**src/sv/psr_pkg.sv**
```systemverilog
// psr_pkg: shared constants, types and codes for the packet rate shaper
// used by the front, command queue, back and top of the shaper; no dependencies
package psr_pkg;

   localparam int QUEUE_DEPTH    = 16;
   localparam int FRAC_BITS      = 16;
   localparam int CMD_FIFO_DEPTH = 2;

   localparam int NOW_W     = 48;
   localparam int TAG_W     = 16;
   localparam int SIZE_W    = 16;
   localparam int TPB_W     = 32;
   localparam int ETYPE_W   = 16;
   localparam int OCTET_W   = 8;
   localparam int KIND_W    = 2;
   localparam int CSR_IDX_W = 4;
   localparam int PROD_W    = SIZE_W + TPB_W;
   localparam int DELAY_W   = PROD_W - FRAC_BITS;
   localparam int QIDX_W    = $clog2(QUEUE_DEPTH);
   localparam int QCNT_W    = $clog2(QUEUE_DEPTH + 1);

   localparam logic [KIND_W-1:0] KIND_SENT    = 2'd0;
   localparam logic [KIND_W-1:0] KIND_QUEUED  = 2'd1;
   localparam logic [KIND_W-1:0] KIND_DROPPED = 2'd2;
   localparam logic [KIND_W-1:0] KIND_STATUS  = 2'd3;

   localparam logic OP_ARRIVAL = 1'b0;
   localparam logic OP_TICK    = 1'b1;

   localparam logic [CSR_IDX_W-1:0] CSR_SHAPER_ENABLE = 4'd0;
   localparam logic [CSR_IDX_W-1:0] CSR_TIME_PER_BYTE = 4'd1;

   localparam logic [SIZE_W-1:0]  MIN_FRAME_SIZE = 16'd40;
   localparam logic [ETYPE_W-1:0] ETHERTYPE_IPV4 = 16'h0800;
   localparam logic [3:0]         IP_VERSION_4   = 4'd4;
   localparam logic [3:0]         MIN_IHL        = 4'd5;
   localparam logic [OCTET_W-1:0] NET_TEN        = 8'd10;

   typedef enum logic [1:0] {
      CMD_TICK,
      CMD_PASS,
      CMD_SHAPE
   } cmd_op_type;

   typedef struct packed {
      cmd_op_type         op;
      logic [NOW_W-1:0]   now;
      logic [TAG_W-1:0]   tag;
      logic [SIZE_W-1:0]  size;
      logic [DELAY_W-1:0] delay;
   } cmd_type;

   typedef struct packed {
      logic [NOW_W-1:0]  due;
      logic [TAG_W-1:0]  tag;
      logic [SIZE_W-1:0] size;
   } slot_type;

   localparam int SLOT_W = $bits(slot_type);

endpackage

```
**src/sv/psr_ram.sv**
```systemverilog
// psr_ram: generic single-write, single-read RAM with registered read data
// no dependencies
module psr_ram #(
   parameter int WIDTH = 8,
   parameter int DEPTH = 16
) (
   input  logic                     clock,
   input  logic                     wr_en,
   input  logic [$clog2(DEPTH)-1:0] wr_addr,
   input  logic [WIDTH-1:0]         wr_data,
   input  logic                     rd_en,
   input  logic [$clog2(DEPTH)-1:0] rd_addr,
   output logic [WIDTH-1:0]         rd_data
);

   logic [WIDTH-1:0] mem_ff [DEPTH];
   logic [WIDTH-1:0] rd_data_ff;

   always_ff @(posedge clock) begin
      if (wr_en) begin
         mem_ff[wr_addr] <= wr_data;
      end
      if (rd_en) begin
         rd_data_ff <= mem_ff[rd_addr];
      end
   end

   assign rd_data = rd_data_ff;

endmodule

```
**src/sv/psr_front.sv**
```systemverilog
// psr_front: input stage that classifies items and computes the byte delay
// depends on psr_pkg
module psr_front
   import psr_pkg::*;
(
   input  logic                 clock,
   input  logic                 reset,
   input  logic                 shaper_enable,
   input  logic [TPB_W-1:0]     time_per_byte,
   input  logic                 req_valid,
   output logic                 req_ready,
   input  logic                 req_operation,
   input  logic [NOW_W-1:0]     req_now_ms,
   input  logic [TAG_W-1:0]     req_packet_tag,
   input  logic [SIZE_W-1:0]    req_packet_size,
   input  logic [ETYPE_W-1:0]   req_ether_type,
   input  logic [7:0]           req_ip_version_ihl,
   input  logic [OCTET_W-1:0]   req_src_first_octet,
   input  logic [OCTET_W-1:0]   req_dst_first_octet,
   output logic                 push_valid,
   input  logic                 push_ready,
   output cmd_type              push_cmd
);

   logic                 stg_valid_ff, stg_valid_in;
   logic                 stg_op_ff;
   logic [NOW_W-1:0]     stg_now_ff;
   logic [TAG_W-1:0]     stg_tag_ff;
   logic [SIZE_W-1:0]    stg_size_ff;
   logic [ETYPE_W-1:0]   stg_etype_ff;
   logic [7:0]           stg_vihl_ff;
   logic [OCTET_W-1:0]   stg_src_ff;
   logic [OCTET_W-1:0]   stg_dst_ff;
   logic                 accept;
   logic                 internal;
   logic [PROD_W-1:0]    product;

   assign req_ready    = !stg_valid_ff || push_ready;
   assign accept       = req_valid && req_ready;
   assign stg_valid_in = accept || (stg_valid_ff && !push_ready);

   always_ff @(posedge clock) begin
      if (reset) begin
         stg_valid_ff <= 1'b0;
      end else begin
         stg_valid_ff <= stg_valid_in;
      end
      if (accept) begin
         stg_op_ff    <= req_operation;
         stg_now_ff   <= req_now_ms;
         stg_tag_ff   <= req_packet_tag;
         stg_size_ff  <= req_packet_size;
         stg_etype_ff <= req_ether_type;
         stg_vihl_ff  <= req_ip_version_ihl;
         stg_src_ff   <= req_src_first_octet;
         stg_dst_ff   <= req_dst_first_octet;
      end
   end

   always_comb begin
      internal = (stg_size_ff >= MIN_FRAME_SIZE) &&
                 (stg_etype_ff == ETHERTYPE_IPV4) &&
                 (stg_vihl_ff[7:4] == IP_VERSION_4) &&
                 (stg_vihl_ff[3:0] >= MIN_IHL) &&
                 (stg_src_ff == NET_TEN) && (stg_dst_ff == NET_TEN);
      product = PROD_W'(stg_size_ff) * PROD_W'(time_per_byte);

      if (stg_op_ff == OP_TICK) begin
         push_cmd.op = CMD_TICK;
      end else if (!shaper_enable || internal) begin
         push_cmd.op = CMD_PASS;
      end else begin
         push_cmd.op = CMD_SHAPE;
      end
      push_cmd.now   = stg_now_ff;
      push_cmd.tag   = stg_tag_ff;
      push_cmd.size  = stg_size_ff;
      push_cmd.delay = product[PROD_W-1:FRAC_BITS];
   end

   assign push_valid = stg_valid_ff;

endmodule

```
**src/sv/psr_cmd_fifo.sv**
```systemverilog
// psr_cmd_fifo: short command queue between the front and back parts
// depends on psr_pkg
module psr_cmd_fifo
   import psr_pkg::*;
(
   input  logic    clock,
   input  logic    reset,
   input  logic    push_valid,
   output logic    push_ready,
   input  cmd_type push_cmd,
   output logic    pop_valid,
   input  logic    pop_ready,
   output cmd_type pop_cmd
);

   localparam int PTR_W = $clog2(CMD_FIFO_DEPTH);
   localparam int CNT_W = $clog2(CMD_FIFO_DEPTH + 1);

   cmd_type            entry_ff [CMD_FIFO_DEPTH];
   logic [PTR_W-1:0]   wr_ptr_ff, wr_ptr_in;
   logic [PTR_W-1:0]   rd_ptr_ff, rd_ptr_in;
   logic [CNT_W-1:0]   count_ff, count_in;
   logic               do_push, do_pop;

   assign push_ready = (count_ff != CNT_W'(CMD_FIFO_DEPTH));
   assign pop_valid  = (count_ff != '0);
   assign pop_cmd    = entry_ff[rd_ptr_ff];
   assign do_push    = push_valid && push_ready;
   assign do_pop     = pop_valid && pop_ready;

   always_comb begin
      wr_ptr_in = wr_ptr_ff;
      rd_ptr_in = rd_ptr_ff;
      count_in  = count_ff;
      if (do_push) begin
         wr_ptr_in = (wr_ptr_ff == PTR_W'(CMD_FIFO_DEPTH - 1)) ? '0 : wr_ptr_ff + 1'b1;
      end
      if (do_pop) begin
         rd_ptr_in = (rd_ptr_ff == PTR_W'(CMD_FIFO_DEPTH - 1)) ? '0 : rd_ptr_ff + 1'b1;
      end
      if (do_push && !do_pop) begin
         count_in = count_ff + 1'b1;
      end else if (do_pop && !do_push) begin
         count_in = count_ff - 1'b1;
      end
   end

   always_ff @(posedge clock) begin
      if (reset) begin
         wr_ptr_ff <= '0;
         rd_ptr_ff <= '0;
         count_ff  <= '0;
      end else begin
         wr_ptr_ff <= wr_ptr_in;
         rd_ptr_ff <= rd_ptr_in;
         count_ff  <= count_in;
      end
      if (do_push) begin
         entry_ff[wr_ptr_ff] <= push_cmd;
      end
   end

endmodule

```
**src/sv/psr_back.sv**
```systemverilog
// psr_back: shaper sequencer with the reservation mark and the sorted pending queue
// depends on psr_pkg and psr_ram
module psr_back
   import psr_pkg::*;
(
   input  logic                clock,
   input  logic                reset,
   input  logic                shaper_enable,
   input  logic                pop_valid,
   output logic                pop_ready,
   input  cmd_type             pop_cmd,
   output logic                rsp_valid,
   input  logic                rsp_ready,
   output logic [KIND_W-1:0]   rsp_kind,
   output logic [TAG_W-1:0]    rsp_out_tag,
   output logic [SIZE_W-1:0]   rsp_out_size,
   output logic                rsp_can_send,
   output logic                rsp_last
);

   typedef enum logic [2:0] {
      ST_IDLE,
      ST_DECIDE,
      ST_INS_RD,
      ST_INS_CHK,
      ST_TK_RD,
      ST_TK_CHK,
      ST_TK_END
   } state_type;

   state_type           state_ff, state_in;
   cmd_type             cmd_ff, cmd_in;
   logic [NOW_W-1:0]    mark_ff, mark_in;
   logic                blocking_ff, blocking_in;
   logic [QIDX_W-1:0]   head_ff, head_in;
   logic [QCNT_W-1:0]   count_ff, count_in;
   logic [QIDX_W-1:0]   idx_ff, idx_in;
   logic [NOW_W-1:0]    ins_due_ff, ins_due_in;
   logic                released_ff, released_in;

   logic                rsp_valid_ff, rsp_valid_in;
   logic [KIND_W-1:0]   rsp_kind_ff, rsp_kind_in;
   logic [TAG_W-1:0]    rsp_tag_ff, rsp_tag_in;
   logic [SIZE_W-1:0]   rsp_size_ff, rsp_size_in;
   logic                rsp_can_ff, rsp_can_in;
   logic                rsp_last_ff, rsp_last_in;

   logic                out_free;
   logic                emit;
   logic                ram_wr_en, ram_rd_en;
   logic [QIDX_W-1:0]   ram_wr_addr, ram_rd_addr;
   slot_type            ram_wr_data, ram_rd_data;
   logic [SLOT_W-1:0]   ram_rd_bits;
   logic [NOW_W:0]      sat_sum;
   logic [NOW_W-1:0]    sat_base;
   logic [NOW_W-1:0]    sat_result;
   logic [NOW_W-1:0]    new_mark;
   logic                new_blocking;

   function automatic logic [QIDX_W-1:0] wrap_add(input logic [QIDX_W-1:0] base,
                                                  input logic [QIDX_W-1:0] off);
      logic [QIDX_W:0] sum;
      sum = {1'b0, base} + {1'b0, off};
      if (sum >= (QIDX_W + 1)'(QUEUE_DEPTH)) begin
         sum = sum - (QIDX_W + 1)'(QUEUE_DEPTH);
      end
      return sum[QIDX_W-1:0];
   endfunction

   psr_ram #(
      .WIDTH(SLOT_W),
      .DEPTH(QUEUE_DEPTH)
   ) u_queue_ram (
      .clock   (clock),
      .wr_en   (ram_wr_en),
      .wr_addr (ram_wr_addr),
      .wr_data (ram_wr_data),
      .rd_en   (ram_rd_en),
      .rd_addr (ram_rd_addr),
      .rd_data (ram_rd_bits)
   );

   assign ram_rd_data = slot_type'(ram_rd_bits);
   assign out_free    = !rsp_valid_ff || rsp_ready;
   assign pop_ready   = (state_ff == ST_IDLE);

   // saturating mark update: base is now or the current mark
   always_comb begin
      sat_base   = (!blocking_ff || cmd_ff.now >= mark_ff) ? cmd_ff.now : mark_ff;
      sat_sum    = {1'b0, sat_base} + (NOW_W + 1)'(cmd_ff.delay);
      sat_result = sat_sum[NOW_W] ? {NOW_W{1'b1}} : sat_sum[NOW_W-1:0];
   end

   // mark and blocking after a tick
   always_comb begin
      if (released_ff) begin
         if (count_ff != '0) begin
            new_mark     = ram_rd_data.due;
            new_blocking = 1'b1;
         end else begin
            new_mark     = '0;
            new_blocking = 1'b0;
         end
      end else begin
         new_mark     = mark_ff;
         new_blocking = blocking_ff;
      end
   end

   always_comb begin
      state_in    = state_ff;
      cmd_in      = cmd_ff;
      mark_in     = mark_ff;
      blocking_in = blocking_ff;
      head_in     = head_ff;
      count_in    = count_ff;
      idx_in      = idx_ff;
      ins_due_in  = ins_due_ff;
      released_in = released_ff;
      emit        = 1'b0;
      rsp_kind_in = rsp_kind_ff;
      rsp_tag_in  = rsp_tag_ff;
      rsp_size_in = rsp_size_ff;
      rsp_can_in  = rsp_can_ff;
      rsp_last_in = rsp_last_ff;
      ram_wr_en   = 1'b0;
      ram_wr_addr = wrap_add(head_ff, idx_ff);
      ram_wr_data = ram_rd_data;
      ram_rd_en   = 1'b0;
      ram_rd_addr = head_ff;

      unique case (state_ff)
         ST_IDLE: begin
            if (pop_valid) begin
               cmd_in      = pop_cmd;
               released_in = 1'b0;
               state_in    = (pop_cmd.op == CMD_TICK) ? ST_TK_RD : ST_DECIDE;
            end
         end
         ST_DECIDE: begin
            if (out_free) begin
               emit        = 1'b1;
               rsp_tag_in  = cmd_ff.tag;
               rsp_size_in = cmd_ff.size;
               rsp_can_in  = 1'b0;
               rsp_last_in = 1'b1;
               state_in    = ST_IDLE;
               if (cmd_ff.op == CMD_PASS) begin
                  rsp_kind_in = KIND_SENT;
               end else if (!blocking_ff || cmd_ff.now >= mark_ff) begin
                  rsp_kind_in = KIND_SENT;
                  mark_in     = sat_result;
                  blocking_in = 1'b1;
               end else if (count_ff == QCNT_W'(QUEUE_DEPTH)) begin
                  rsp_kind_in = KIND_DROPPED;
               end else begin
                  rsp_kind_in = KIND_QUEUED;
                  ins_due_in  = mark_ff;
                  mark_in     = sat_result;
                  idx_in      = count_ff[QIDX_W-1:0];
                  state_in    = ST_INS_RD;
               end
            end
         end
         ST_INS_RD: begin
            if (idx_ff == '0) begin
               ram_wr_en   = 1'b1;
               ram_wr_data = '{due: ins_due_ff, tag: cmd_ff.tag, size: cmd_ff.size};
               count_in    = count_ff + 1'b1;
               state_in    = ST_IDLE;
            end else begin
               ram_rd_en   = 1'b1;
               ram_rd_addr = wrap_add(head_ff, idx_ff - 1'b1);
               state_in    = ST_INS_CHK;
            end
         end
         ST_INS_CHK: begin
            ram_wr_en = 1'b1;
            if (ram_rd_data.due > ins_due_ff) begin
               ram_wr_data = ram_rd_data;
               idx_in      = idx_ff - 1'b1;
               state_in    = ST_INS_RD;
            end else begin
               ram_wr_data = '{due: ins_due_ff, tag: cmd_ff.tag, size: cmd_ff.size};
               count_in    = count_ff + 1'b1;
               state_in    = ST_IDLE;
            end
         end
         ST_TK_RD: begin
            if (count_ff == '0) begin
               state_in = ST_TK_END;
            end else begin
               ram_rd_en   = 1'b1;
               ram_rd_addr = head_ff;
               state_in    = ST_TK_CHK;
            end
         end
         ST_TK_CHK: begin
            if (ram_rd_data.due <= cmd_ff.now) begin
               if (out_free) begin
                  emit        = 1'b1;
                  rsp_kind_in = KIND_SENT;
                  rsp_tag_in  = ram_rd_data.tag;
                  rsp_size_in = ram_rd_data.size;
                  rsp_can_in  = 1'b0;
                  rsp_last_in = 1'b0;
                  head_in     = wrap_add(head_ff, QIDX_W'(1));
                  count_in    = count_ff - 1'b1;
                  released_in = 1'b1;
                  state_in    = ST_TK_RD;
               end
            end else begin
               state_in = ST_TK_END;
            end
         end
         ST_TK_END: begin
            if (out_free) begin
               emit        = 1'b1;
               rsp_kind_in = KIND_STATUS;
               rsp_tag_in  = '0;
               rsp_size_in = '0;
               rsp_last_in = 1'b1;
               if (!shaper_enable || !new_blocking) begin
                  rsp_can_in = 1'b1;
               end else if (count_ff != '0) begin
                  rsp_can_in = 1'b0;
               end else begin
                  rsp_can_in = (cmd_ff.now >= new_mark);
               end
               mark_in     = new_mark;
               blocking_in = new_blocking;
               state_in    = ST_IDLE;
            end
         end
         default: begin
            state_in = ST_IDLE;
         end
      endcase

      rsp_valid_in = emit || (rsp_valid_ff && !rsp_ready);
   end

   always_ff @(posedge clock) begin
      if (reset) begin
         state_ff     <= ST_IDLE;
         mark_ff      <= '0;
         blocking_ff  <= 1'b0;
         head_ff      <= '0;
         count_ff     <= '0;
         released_ff  <= 1'b0;
         rsp_valid_ff <= 1'b0;
      end else begin
         state_ff     <= state_in;
         mark_ff      <= mark_in;
         blocking_ff  <= blocking_in;
         head_ff      <= head_in;
         count_ff     <= count_in;
         released_ff  <= released_in;
         rsp_valid_ff <= rsp_valid_in;
      end
      cmd_ff      <= cmd_in;
      idx_ff      <= idx_in;
      ins_due_ff  <= ins_due_in;
      rsp_kind_ff <= rsp_kind_in;
      rsp_tag_ff  <= rsp_tag_in;
      rsp_size_ff <= rsp_size_in;
      rsp_can_ff  <= rsp_can_in;
      rsp_last_ff <= rsp_last_in;
   end

   assign rsp_valid    = rsp_valid_ff;
   assign rsp_kind     = rsp_kind_ff;
   assign rsp_out_tag  = rsp_tag_ff;
   assign rsp_out_size = rsp_size_ff;
   assign rsp_can_send = rsp_can_ff;
   assign rsp_last     = rsp_last_ff;

endmodule

```
**src/sv/packet_rate_shaper.sv**
```systemverilog
// packet_rate_shaper: top level with configuration registers, front, command queue and back
// depends on psr_pkg, psr_front, psr_cmd_fifo, psr_back
//
//   channel  handshake              payload
//   req      req_valid / req_ready  operation, now_ms, tag, size, header fields
//   rsp      rsp_valid / rsp_ready  kind, out_tag, out_size, can_send, last
//   csr      csr_valid / csr_ready  csr_index, csr_wdata (always ready)
//
// an arrival is decided in the sequencer; when it is queued, each entry moved aside is read
// and written one slot on, then the new one is written (single read port of the queue ram)
// a tick releases each due packet in turn, then emits the status
// the front stage and a 2-entry command queue take items while the back works
// reset clears mark, queue pointers and handshakes; queue ram needs no clearing
module packet_rate_shaper
   import psr_pkg::*;
(
   input  logic                  clock,
   input  logic                  reset,
   input  logic                  req_valid,
   output logic                  req_ready,
   input  logic                  req_operation,
   input  logic [NOW_W-1:0]      req_now_ms,
   input  logic [TAG_W-1:0]      req_packet_tag,
   input  logic [SIZE_W-1:0]     req_packet_size,
   input  logic [ETYPE_W-1:0]    req_ether_type,
   input  logic [7:0]            req_ip_version_ihl,
   input  logic [OCTET_W-1:0]    req_src_first_octet,
   input  logic [OCTET_W-1:0]    req_dst_first_octet,
   output logic                  rsp_valid,
   input  logic                  rsp_ready,
   output logic [KIND_W-1:0]     rsp_kind,
   output logic [TAG_W-1:0]      rsp_out_tag,
   output logic [SIZE_W-1:0]     rsp_out_size,
   output logic                  rsp_can_send,
   output logic                  rsp_last,
   input  logic                  csr_valid,
   output logic                  csr_ready,
   input  logic [CSR_IDX_W-1:0]  csr_index,
   input  logic [TPB_W-1:0]      csr_wdata
);

   logic               shaper_enable_ff;
   logic [TPB_W-1:0]   time_per_byte_ff;
   logic               push_valid, push_ready;
   cmd_type            push_cmd;
   logic               pop_valid, pop_ready;
   cmd_type            pop_cmd;

   assign csr_ready = 1'b1;

   always_ff @(posedge clock) begin
      if (reset) begin
         shaper_enable_ff <= 1'b0;
         time_per_byte_ff <= '0;
      end else if (csr_valid && csr_ready) begin
         unique case (csr_index)
            CSR_SHAPER_ENABLE: shaper_enable_ff <= csr_wdata[0];
            CSR_TIME_PER_BYTE: time_per_byte_ff <= csr_wdata;
            default: begin
            end
         endcase
      end
   end

   psr_front u_front (
      .clock               (clock),
      .reset               (reset),
      .shaper_enable       (shaper_enable_ff),
      .time_per_byte       (time_per_byte_ff),
      .req_valid           (req_valid),
      .req_ready           (req_ready),
      .req_operation       (req_operation),
      .req_now_ms          (req_now_ms),
      .req_packet_tag      (req_packet_tag),
      .req_packet_size     (req_packet_size),
      .req_ether_type      (req_ether_type),
      .req_ip_version_ihl  (req_ip_version_ihl),
      .req_src_first_octet (req_src_first_octet),
      .req_dst_first_octet (req_dst_first_octet),
      .push_valid          (push_valid),
      .push_ready          (push_ready),
      .push_cmd            (push_cmd)
   );

   psr_cmd_fifo u_cmd_fifo (
      .clock      (clock),
      .reset      (reset),
      .push_valid (push_valid),
      .push_ready (push_ready),
      .push_cmd   (push_cmd),
      .pop_valid  (pop_valid),
      .pop_ready  (pop_ready),
      .pop_cmd    (pop_cmd)
   );

   psr_back u_back (
      .clock         (clock),
      .reset         (reset),
      .shaper_enable (shaper_enable_ff),
      .pop_valid     (pop_valid),
      .pop_ready     (pop_ready),
      .pop_cmd       (pop_cmd),
      .rsp_valid     (rsp_valid),
      .rsp_ready     (rsp_ready),
      .rsp_kind      (rsp_kind),
      .rsp_out_tag   (rsp_out_tag),
      .rsp_out_size  (rsp_out_size),
      .rsp_can_send  (rsp_can_send),
      .rsp_last      (rsp_last)
   );

endmodule
```
**config.mk**
```make
export PLATFORM = sky130hd
export DESIGN_NAME = packet_rate_shaper
export DESIGN_NICKNAME = d
export VERILOG_FILES = /design/src/sv/psr_pkg.sv /design/src/sv/psr_ram.sv /design/src/sv/psr_front.sv /design/src/sv/psr_cmd_fifo.sv /design/src/sv/psr_back.sv /design/src/sv/packet_rate_shaper.sv
export SDC_FILE = /design/constraint.sdc
export NUM_CORES = 2
export LEC_CHECK = 0
export ABC_CLOCK_PERIOD_IN_PS = 7400
export CORE_UTILIZATION = 58
export CTS_CLUSTER_DIAMETER = 200
export CTS_CLUSTER_SIZE = 25
export DETAILED_ROUTE_END_ITERATION = 10
export DONT_BUFFER_PORTS = 1
export PLACE_DENSITY = 0.76
export SYNTH_ARGS = -nofsm -noshare
export SYNTH_HDL_FRONTEND = slang
export SYNTH_HIERARCHICAL = 1
export SYNTH_SLANG_ARGS = --single-unit
```
**constraint.sdc**
```tcl
create_clock -name clock -period 7.4 [get_ports clock]
set_input_delay 1.48 -clock clock [delete_from_list [all_inputs] [get_ports clock]]
set_output_delay 1.48 -clock clock [all_outputs]
set_load 0.03 [all_outputs]
```
==> results.ini <==
[logic_synthesis]
ys_ff_latch=2013
synth-warning-count=6
synth-edff-count=1911
yosysSeqAreaShare_pct=60.1
synthArstFlopShare_pct=0
syn_inst=6519
yosysTopAreaCellShare_pct=58.1
yosys_most_used_dff=edfxtp_1
yosysMostFrequentCell=edfxtp_1
syn-cell-area_um2=98800
ys_types=103
synth_top_cell_by_area=edfxtp_1
avgSynthCellArea_um2=15.2
syn_nets=7455
synth.area.top_cells=edfxtp_1 (58%), fa_1 (8.5%), mux4_2 (7.3%), ha_1 (4.5%), inv_1 (2.4%)
yosys-top-cells-count=edfxtp_1 (1911), inv_1 (626), nand2_1 (558), fa_1 (421), ha_1 (353)

[worst_setup_path]
critPathCaptureType=flop
timing.critical_path.from_type=flop
crit_arrival_ns=7.33
crit_required_ns=7.91
worstSetupPathType=flop to flop
crit_fanout=28

[placement]
port_buffers=0
dp_hpwl_um=153000
placed_area_um2=101000
gp_congestion=0.957

[global_routing]
grt_overflow=0
grt_pass1_vias=56800
grt_max_degree=144
track_usage_pct=28.1
grt_pass1_wl_um=361000
antenna_found_initial=4

[cells_and_area]
drive_gt1_share_pct=12.4
final_area_um2=104000
fin_nets=7350
area_delta_synth_final_pct=5.24

[worst_hold_path]
hp-class=flop to flop

[timing]
whs_ns=0.448
fin_tns_setup_ns=0
hold_viol_final=0
worst_pin_slew_ns=1.24
period_needed_ns=6.82
clock_skew_ns=0.0663
period_share_pct=92.2
maxSlewHeadroom_pct=17.1
max_freq_mhz=147
rsz0062_at_grt=no
drv_slew=0
setup_violations=0

[clocking]
ctsHtreeMaxLevel=3
cts_resized=0
cts_tree=yes
root_buffer=clkbuf_16
clock_sinks=2013
cts_buffers=90
clkLatencyLatePin_ns=0.80
clockBufferDepth=3
postCtsSetupRepairBufs=0
worst_setup_hold_path_clk_slew_ns=0.11
postCtsHoldBufs=0

[routing]
num_vias=55700
drt.antenna.violating_nets=0
wire_per_inst_um=27.7
wirelength_um=241000
drc=0
vias_per_cell=6.42
first_iter_violations=6131
dr.pass1.iters=7

[pwr]
powerDensity_nw_per_um2=268
ir_drop_v=0.000256
p_leak_nw=36.3

[floorplan]
die_area_um2=172000
ios=201
rows=151
die_x_um=415
core_region_area_um2=169000
dieHeight_um=415
initial_core_util_pct=58.4

[flow_run]
drv_cap=0

[status]
status=completed

-- worst max-delay path, cell delays in order, from the launching register on --
cell and delay, ns:
edfxtp_1 1.14, nand2_1 0.17, fa_1 0.52, fa_1 0.48, fa_1 0.56, inv_1 0.07, fa_1 0.46, fa_1 0.51
inv_1 0.05, fa_1 0.47, inv_1 0.04, ha_1 0.36, a21oi_1 0.23, nor2_1 0.07, a211oi_1 0.41, o211ai_2 0.19
a21oi_2 0.29, o41ai_4 0.13, a311oi_2 0.29, xnor2_1 0.10
-- cell usage in the layout, fill, tap and decap left out, types with 130 or more instances in the layout --
cell / instances
inv_1: 625
a21oi_1: 177
and2_1: 215
o21ai_0: 168
fa_1: 421
mux2_2: 130
ha_1: 353
mux4_2: 320
a22oi_1: 160
nand2_1: 558
nor2_1: 156
edfxtp_1: 1911
-- layer usage --
| metal | vias to the layer above | track usage, % | part of all wire (%) |
|---|---|---|---|
| li1 | 23800 | - | - |
| met1 | 28800 | 38.6 | 39 |
| met2 | 2739 | 46.3 | 49 |
| met3 | 427 | 3.64 | 8.0 |
| met4 | 4 | 10.6 | 4.1 |
| met5 | - | 0 | 0.0095 |
-- metrics by stage --
step / cells / power, W / utilization (%) / worst slack, ns
after global placement: 8540 / 0.0221 / 59.9 / 0.736
after global routing: 8681 / 0.0290 / 61.4 / 0.192
after detailed placement: 8540 / 0.0223 / 59.9 / 0.618
after CTS: 8679 / 0.0280 / 61.4 / 0.552
after floorplan: 6519 / 0.0199 / - / 1.51
final: 8683 / 0.0279 / 61.4 / 0.580
-- final timing paths --
kind | depth (start not counted) | start | end | slack [ns]
hold / removal | 0 | u_front/stg_now_ff[11] | u_cmd_fifo/entry_ff[1][75] | 0.45
setup reg to reg | 19 | u_front/stg_size_ff[3] | u_cmd_fifo/entry_ff[0][31] | 0.58
setup / recovery | 19 | u_front/stg_size_ff[3] | u_cmd_fifo/entry_ff[0][31] | 0.58
hold reg to reg | 0 | u_front/stg_now_ff[11] | u_cmd_fifo/entry_ff[1][75] | 0.45
-- area by class of cell --
| class | count | area [µm²] |
|---|---|---|
| clock buffers | 132 | 2430 |
| clock inverters | 7 | 130 |
| well taps | 2218 | 2780 |
| inverters | 627 | 2360 |
| diodes | 4 | 10.0 |
| fillers | 12100 | 65300 |
| repair buffers | 116 | 983 |
| multi-input cells | 3566 | 35900 |
| flip-flops and latches | 2013 | 59400 |
-- report_power, final --
part	internal (W)	switching [W]	total, W
Sequential	0.0141	0.000911	0.0150
Combinational	0.00267	0.00450	0.00717
Clock	0.00232	0.00342	0.00574
Total	0.0191	0.00883	0.0279
-- kinds of logic after synthesis --
family	Yosys count	share of synthesized area [%]
flip-flops	2013	60.1
adder cells (fa/ha/maj)	774	13.0
buffers and inverters	940	3.83
AND/OR/NAND/NOR	1295	6.42
AO/OA/AOI/OAI	871	5.89
multiplexers	531	9.91
XOR/XNOR	94	0.833
other	1	0.00379
-- sequential cells by signal, summed over array words and instances (netlist names), 3 cells and up, named ones only --
register                    flops
u_front/stg_dst_ff              8
u_front/stg_src_ff              8
u_back/count_ff                 5
u_front/stg_vihl_ff             8
time_per_byte_ff               32
u_back/u_queue_ram/rd_data     80
u_front/stg_now_ff             48
u_back/state_ff                 3
u_back/u_queue_ram/mem_ff    1280
u_back/head_ff                  4
u_back/mark_ff                 48
u_back/ins_due_ff              48
u_back/rsp_out_size            16
u_front/stg_etype_ff           16
u_back/cmd_ff                 114
u_front/stg_size_ff            16
u_cmd_fifo/entry_ff           228
u_back/idx_ff                   4
u_back/rsp_out_tag             16
u_front/stg_tag_ff             16
Note: power is estimated with default switching activity, not from simulation.
